[src/rtl/spq_pkg.sv]
// ----------------------------------------------------------------------------
// spq_pkg: shared types and constants of the sorted priority queue
// Entry layout, command and status codes, and the control word that the top
// level broadcasts to every cell of the chain.
// ----------------------------------------------------------------------------
package spq_pkg;

   localparam int CAPACITY   = 64;
   localparam int COUNT_BITS = $clog2(CAPACITY + 1);
   localparam int NODE_BITS  = 10;
   localparam int INDEX_BITS = 11;
   localparam int COST_BITS  = 31;
   localparam int KEY_BITS   = COST_BITS + 1;

   localparam logic [INDEX_BITS-1:0] NONE_INDEX = {INDEX_BITS{1'b1}};

   typedef enum logic [1:0] {
      CMD_INSERT  = 2'd0,
      CMD_EXTRACT = 2'd1,
      CMD_CLEAR   = 2'd2,
      CMD_NOP     = 2'd3
   } command_type;

   typedef enum logic [1:0] {
      STATUS_DONE  = 2'd0,
      STATUS_EMPTY = 2'd1,
      STATUS_FULL  = 2'd2,
      STATUS_RSVD  = 2'd3
   } status_type;

   typedef struct packed {
      logic [KEY_BITS-1:0]   key;
      logic [NODE_BITS-1:0]  node;
      logic [INDEX_BITS-1:0] parent;
      logic [COST_BITS-1:0]  path;
      logic [COST_BITS-1:0]  estimate;
   } entry_type;

   // one-hot per cycle at most; all low means hold
   typedef struct packed {
      logic insert;
      logic extract;
      logic clear;
   } cell_op_type;

endpackage

[src/rtl/spq_cell.sv]
// ----------------------------------------------------------------------------
// spq_cell: one slot of the sorted chain
// Holds one entry and its valid bit. On insert it keeps its entry, takes the
// new one, or takes its left neighbor's; on extract it takes its right
// neighbor's; on clear it drops its valid bit.
// ----------------------------------------------------------------------------
module spq_cell (
   input  logic                clock,
   input  logic                reset,
   input  spq_pkg::cell_op_type op,
   input  spq_pkg::entry_type  new_entry,
   input  spq_pkg::entry_type  prev_entry,
   input  logic                prev_valid,
   input  logic                prev_keeps,
   input  spq_pkg::entry_type  next_entry,
   input  logic                next_valid,
   output spq_pkg::entry_type  entry,
   output logic                valid,
   output logic                keeps
);

   spq_pkg::entry_type entry_ff, entry_in;
   logic               valid_ff, valid_in;

   // a valid entry stays put when it sorts at or before the new key
   assign keeps = valid_ff && (entry_ff.key <= new_entry.key);

   always_comb begin
      entry_in = entry_ff;
      valid_in = valid_ff;
      if (op.clear) begin
         valid_in = 1'b0;
      end else if (op.insert) begin
         valid_in = valid_ff || prev_valid;
         if (!keeps) begin
            entry_in = prev_keeps ? new_entry : prev_entry;
         end
      end else if (op.extract) begin
         entry_in = next_entry;
         valid_in = next_valid;
      end
   end

   always_ff @(posedge clock) begin
      entry_ff <= entry_in;
      if (reset) begin
         valid_ff <= 1'b0;
      end else begin
         valid_ff <= valid_in;
      end
   end

   assign entry = entry_ff;
   assign valid = valid_ff;

endmodule
[config.mk]
export PLATFORM = sky130hd
export DESIGN_NAME = spq_cell
export DESIGN_NICKNAME = d
export VERILOG_FILES = /design/src/rtl/spq_pkg.sv /design/src/rtl/spq_cell.sv
export SDC_FILE = /design/constraint.sdc
export NUM_CORES = 1
export LEC_CHECK = 0
export ABC_AREA = 1
export BUFFER_PORTS_ARGS = -buffer_cell sky130_fd_sc_hd__buf_2
export CORE_AREA = 2 2 184 186
export DETAILED_ROUTE_END_ITERATION = 8
export DIE_AREA = 0 0 186 188
export PLACE_DENSITY = 0.48
export SYNTH_ARGS = -nofsm -noshare
export SYNTH_HDL_FRONTEND = slang
export SYNTH_SLANG_ARGS = --single-unit
[constraint.sdc]
create_clock -name clock -period 4.72 [get_ports clock]
set_input_delay 0 -clock clock [delete_from_list [all_inputs] [get_ports clock]]
set_output_delay 0 -clock clock [all_outputs]
set_load 0.02 [all_outputs]
==> results by group, run 1 <==
Die
  • Chip width: between 150 and 200 um
  • Initial Util: 20.2%
  • Die Ht: about 190 um
  • # IOs: 470
  • Core area: around 33000 um^2
  • Row count: between 60 and 70
  • Die ar.: ~35000 um^2

STA
  • Max-slew violations: 0
  • Fin Setup TNS: 0 ns
  • Hold Vio Cnt, Final: 0
  • Period utilization: between 60 and 70%
  • Fin crit period: between 2 and 3 ns
  • Max Fclk: ~350 MHz
  • Worst-margin pin slew: between 0.7 and 0.8 ns
  • Final worst clock skew: 0.0125 ns
  • Setup-failing EPs final: 0
  • RSZ-0062 raised after global routing: false
  • Setup ws final: 1.85 ns
  • Rel. slew slack: around 50%

Synth
  • Syn_area_per_cell: ~8.6 um^2
  • Yosys top cell by area: edfxtp_1
  • Mapped Cells: between 700 and 800
  • Synth cell types: 23
  • Synth area leaders: edfxtp_1 (52%), o21ai_0 (13%), nand2_1 (8.7%)
  • Post-synth top area share: around half
  • Seq cells post-synth: between 100 and 150
  • Mapped cell area: 6700 um^2
  • Syn_nets: ~1200
  • Sequential cell area fraction in the yosys report: 51.8%
  • Number of synthesis warnings: 0

Worst setup path
  • Critical path depth: 12
  • Crit-path most repeated cell: nand2_1
  • Crit. End Element: flip-flop
  • Worst path top cell family by delay: buffers and inverters
  • Worst R2R Start: entry[106]
  • Worst EP arrival: 2.92 ns
  • CP Data Required Time: about 4.8 ns
  • Slowest-stage cell, CP: inv_4
  • CP Cell Sequence: ha_1 > nand2_1 > nor2_1 > nand4_1 > nor2_1 > nand2_1 > nand2_1 > nand2_1 > nand3_1 > nand2_1 > inv_4 > buf_12
  • CP peak stage delay: 0.46 ns
  • Worst Path Max Fanout: 69
  • Worst Path Buf+Inv: 2
  • Reg-to-Reg End: entry[35]
  • Element type at the critical path start: flip-flop
  • Setup CP Type: reg2reg
  • Reg2reg path depth: 12
  • R2R Setup Slk: 1.85 ns

Clock tree
  • CTS tree: yes
  • Setup Buffers After CTS: 0
  • Worst skew pair latency: 0.41 ns
  • Post_cts resized: 0
  • Clk pin slew, worst setup/hold paths: about 0.060 ns
  • H-tree depth: 4
  • Quantity of hold-fixing buffers added after cts: roughly 210
  • CTS buffer count: 17
  • Clock tree buffer depth: 2
  • Root Driver: clkbuf_16
  • Clk sinks: about 120

Flow run
  • Max Cap Violations: 0

Routing
  • WL final: just under 30 mm
  • Remaining DRCs: 0
  • DR pass1 iterations: 4
  • Via density: between 4 and 5
  • Routed Antenna Nets: 0
  • Iteration-0 DRC Markers: between 200 and 300
  • Wire per inst: 15.3 um
  • Vias: roughly 8000

Pwr
  • Maximum vdd drop: 0.208 mV
  • Pwr Total: roughly 3.4 mW
  • Leakage Power: 5.57 nW
  • Pwr per Cell Area: between 200 and 300 nW/um^2

Placement
  • Number of I/O port buffers: ~470
  • Pre-CTS WS: between 1.5 and 2 ns
  • Routability cong.: just over 0.8
  • HPWL Detailed: between 20 and 25 mm

Outcome
  • Status: completed

Hold path
  • Hold Path Depth: 3
  • Hold path startpoint: new_entry[111]
  • WHS Endpoint: entry[111]
  • Worst hold path class: in2reg

GRT
  • Global-route wire length before repair: about 43 mm
  • Pin count of the biggest net entering global routing: about 120
  • Initial antenna violation count: 0
  • Total GRT Usage: between 10% and 20%
  • Vias in the first global route: a little over 8000
  • Gr ovfl total: 0

Cells and area
  • N_diodes: 0
  • Layout cells sized above 1: about a third
  • Nets: around 1800
  • Finished Core Util: 36.4%
  • Area Overhead vs Synth: 79.8%
  • # fillers: around 3500
## cells in the final DEF, fill, tap and decap left out
| master | Yosys | layout |
|---|---|---|
| bufinv_16 | 0 | 3 |
| dlygate4sd3_1 | 0 | 209 |
| buf_4 | 8 | 5 |
| a21o_1 | 1 | 1 |
| inv_6 | 0 | 1 |
| o21a_1 | 1 | 1 |
| clkinv_2 | 0 | 3 |
| buf_2 | 6 | 467 |
| clkbuf_16 | 0 | 17 |
| nor3_1 | 1 | 1 |
| nand3_1 | 3 | 3 |
| nand4_1 | 2 | 2 |
| clkinv_1 | 0 | 3 |
| clkinvlp_4 | 0 | 4 |
| nor2_1 | 129 | 129 |
| a21boi_0 | 1 | 1 |
| inv_4 | 0 | 2 |
| clkinv_4 | 0 | 1 |
| buf_12 | 0 | 1 |
| a21oi_1 | 15 | 15 |
| ha_1 | 32 | 32 |
| edfxtp_1 | 115 | 115 |
| dfxtp_1 | 1 | 1 |
| inv_1 | 41 | 40 |
| o21ai_0 | 178 | 178 |
| nand2_1 | 156 | 156 |
| o21ai_1 | 55 | 55 |
| inv_8 | 1 | 1 |
## sequential cells by signal, summed over array words and instances (netlist names)
name / count
valid: 1
entry: 115
## report_power, final
group | switching (mW) | internal [mW]
Sequential | 0.0231 | 1.23
Combinational | 0.407 | 0.384
Clock | 0.503 | 0.824
## how the worst max path moves through the flow
stage                     startpoint         to  slack [ns]
final                     entry[106]  entry[35]        1.85
after global routing      entry[106]  entry[31]        1.53
after CTS                 entry[106]  entry[80]        1.74
after detailed placement  entry[114]  entry[89]        1.75
after global placement    entry[114]  entry[37]        1.84
after floorplan           entry[106]   entry[0]        0.58
## cells in the mapped netlist, drive strengths merged
cell type,instances
nand3,3
o21ai,233
a21boi,1
nand2,156
o21a,1
nor2,129
a21oi,15
nor3,1
dfxtp,1
a21o,1
edfxtp,115
clkbuf,28
buf,22
ha,32
nand4,2
inv,43
## stage by stage
stage | instance area, um^2 | instances | hold slack [ns]
2_1_floorplan | 6700 | 783 | 0.0768
5_1_grt | 12100 | 1895 | 0.00679
3_5_place_dp | 9370 | 1654 | 0.180
4_1_cts | 12100 | 1895 | 0.000645
6_report | 12100 | 1895 | 0.00808
3_3_place_gp | 9370 | 1654 | 0.186
## worst reg2reg max path, stage by stage (launching register included)
cell and delay (ns):
edfxtp_1 0.39, ha_1 0.30, nand2_1 0.07, nor2_1 0.15
nand4_1 0.10, nor2_1 0.17, nand2_1 0.07, nand2_1 0.07
nand2_1 0.05, nand3_1 0.06, nand2_1 0.09, inv_4 0.46
buf_12 0.44
## layer usage
metal  vias to the layer above  wire, um  GRT usage, %  share of wire (%)
li1                       3981         -             -                  -
met1                      3725     11800          17.9                 41
met2                       355     14400          29.0                 50
met3                        46      2050          4.14                7.1
met4                         0       761          5.66                2.6
met5                         -         0             0                  0
## cell families after synthesis
family | count (synthesis) | synth area share [%]
AO/OA/AOI/OAI | 251 | 18.9
adder cells (fa/ha/maj) | 32 | 5.97
buffers and inverters | 93 | 6.91
flip-flops | 116 | 51.8
AND/OR/NAND/NOR | 291 | 16.4
## area by class of cell
cell class              instances  area (um^2)  share of cell area (%)
inverters                      43          174                    1.44
multi-input cells             574         2770                    23.0
repair buffers                682         4490                    37.2
well taps                     448          561                    4.65
clock buffers                  17          425                    3.53
flip-flops and latches        116         3470                    28.8
clock inverters                15          164                    1.36
Note: power is estimated with default switching activity, not from simulation.
==> run 2: changes to the inputs <==
==> constraint.sdc (replaced) <==
create_clock -name clock -period 2.85 [get_ports clock]
set_input_delay 0 -clock clock [delete_from_list [all_inputs] [get_ports clock]]
set_output_delay 0 -clock clock [all_outputs]
set_load 0.02 [all_outputs]
==> run 2 against run 1 <==
Clock skew down 0.0048 ns; non-clock buffer count up 11; final cell count is 0.63% higher.
==> results by group, run 2 (synthesis gave the netlist of run 1 again) <==
STA
  • Hold Vio Cnt, Final: 0
  • Worst-margin pin slew: ~0.87 ns
  • Final worst clock skew: 0.00766 ns
  • Max-slew violations: 0
  • Fin Setup TNS: 0 ns
  • Fin crit period: 2.44 ns
  • Hold slack: ~0.018 ns
  • RSZ-0062 raised after global routing: false
  • Period utilization: a little under nine tenths
  • Max Fclk: roughly 400 MHz
  • Setup ws final: 0.407 ns
  • Rel. slew slack: 42.1%
  • Setup-failing EPs final: 0

Pwr
  • Leakage Power: 5.63 nW
  • Int Power: between 4 and 5 mW
  • Pwr Total: 5.64 mW
  • Clk pwr share: roughly 40%
  • Comb pwr share: between 20% and 30%
  • Reg power frac: roughly 37%
  • Switching share of power: a little over a quarter
  • Net Sw Power: 1.51 mW
  • Maximum vdd drop: roughly 0.37 mV
  • Pwr per Cell Area: around 460 nW/um^2

Die
  • Initial Util: 20.2%
  • Chip width: 186 um
  • Core area: approximately 33000 um^2
  • # IOs: 470
  • Die ar.: 35000 um^2
  • Die Ht: between 150 and 200 um
  • Row count: between 60 and 70

GRT
  • Total GRT Usage: between 10% and 20%
  • Gr ovfl total: 0
  • Initial antenna violation count: 3
  • Global-route wire length before repair: 42.8 mm
  • Pin count of the biggest net entering global routing: around 120
  • Vias in the first global route: ~8400

Routing
  • Routed Antenna Nets: 0
  • Remaining DRCs: 0
  • Iteration-0 DRC Markers: between 300 and 400
  • Vias: about 8100
  • Wire per inst: around 15 um
  • WL final: ~29 mm
  • DR pass1 iterations: 5
  • Via density: 4.26

Clock tree
  • Root Driver: clkbuf_16
  • CTS buffer count: 17
  • H-tree depth: 4
  • Clk pin slew, worst setup/hold paths: approximately 0.060 ns
  • Setup Buffers After CTS: 0
  • Clk sinks: between 100 and 150
  • Clock tree buffer depth: 2
  • CTS tree: yes
  • Post_cts resized: 0
  • Worst skew pair latency: 0.41 ns

Placement
  • HPWL Detailed: around 20 mm
  • Pre-CTS WS: 0.400 ns
  • Routability cong.: between 0.7 and 0.8
  • Number of I/O port buffers: ~470

Cells and area
  • Finished Core Util: 36.8%
  • Max FFs per register: 115
  • Most frequent cells in the layout: buf_2 (467), dlygate4sd3_1 (216), o21ai_0 (178)
  • Area Overhead vs Synth: 81.8%
  • Layout cells sized above 1: between 30% and 40%
  • Leading cell type in the layout, fill and taps excluded: buf_2
  • # fillers: around 3500
  • Nets: 1830

Worst setup path
  • CP Data Required Time: between 2 and 3 ns
  • Worst EP arrival: 2.50 ns
  • Setup CP Type: reg2reg
  • Crit. End Element: flip-flop
  • Element type at the critical path start: flip-flop
  • Worst Setup SP: entry[106]
  • Worst Path Max Fanout: between 60 and 70
  • Worst R2R Start: entry[106]

Outcome
  • Status: completed

Flow run
  • Max Cap Violations: 0

Hold path
  • Hold path startpoint: new_entry[49]
  • Worst hold path class: in2reg
==> run 2: cell types whose count changed in the layout (fill, tap and decap cells not counted), sizes merged <==
cell / change
buf: +4
bufinv: +1
clkbuf: +2
clkinvlp: -2
diode: +2
dlygate4sd3: +7
inv: -2
==> run 2: critical path, cell delays in order, from the launching register on <==
cell and delay, ns:
edfxtp_1 0.39, ha_1 0.31, nand2_1 0.07, nor2_1 0.15, nand4_1 0.10, nor2_1 0.19, nand2_1 0.08, nand2_1 0.07
nand2_1 0.05, nand3_1 0.06, nand2_1 0.09, clkinvlp_4 0.12, buf_12 0.29
==> run 2: final timing paths <==
check / slack [ns] / to / cells after the start
hold reg to reg: 1.10 / entry[97] / 4
setup / recovery: 0.41 / entry[24] / 12
hold / removal: 0.02 / entry[49] / 3
setup reg to reg: 0.41 / entry[24] / 12
==> run 2: power by group through the flow <==
stage	clock, mW	combinational (mW)	sequential [mW]
6_report	2.24	1.33	2.07
3_5_place_dp	0	1.04	2.11
3_3_place_gp	0	1.04	2.10
5_1_grt	2.37	1.46	2.09
4_1_cts	2.32	1.33	2.07
2_1_floorplan	0	0.381	2.27
==> run 2: cell type report <==
type                            count  area, um^2  share of cell area [%]
Multi-Input combinational cell    574        2770                    22.7
Clock buffer                       19         433                    3.55
Tap cell                          448         561                    4.60
Antenna cell                        2        5.00                  0.0411
Inverter                           43         175                    1.44
Sequential cell                   116        3470                    28.5
Timing Repair Buffer              693        4610                    37.8
Clock inverter                     12         163                    1.33
==> run 2: timing repair <==
item / in CTS / in global routing
setup endpoints to repair: 0 / 0
hold endpoints to repair: 116 / 0
hold buffers: 216 / 0
==> run 2: metrics by stage <==
stage	cell area, um^2	instances
floorplan	6710	783
global placement	9430	1658
detailed placement	9430	1658
CTS	12200	1905
global route	12200	1907
finish	12200	1907
==> run 2: routing by layer <==
metal  GRT usage (%)  vias to the layer above  wire length [um]
met4            5.60                        2               535
met5               0                        -                11
met2            29.8                      366             14800
met3            4.53                       34              2320
li1                -                     4011                 -
met1            16.6                     3718             11000
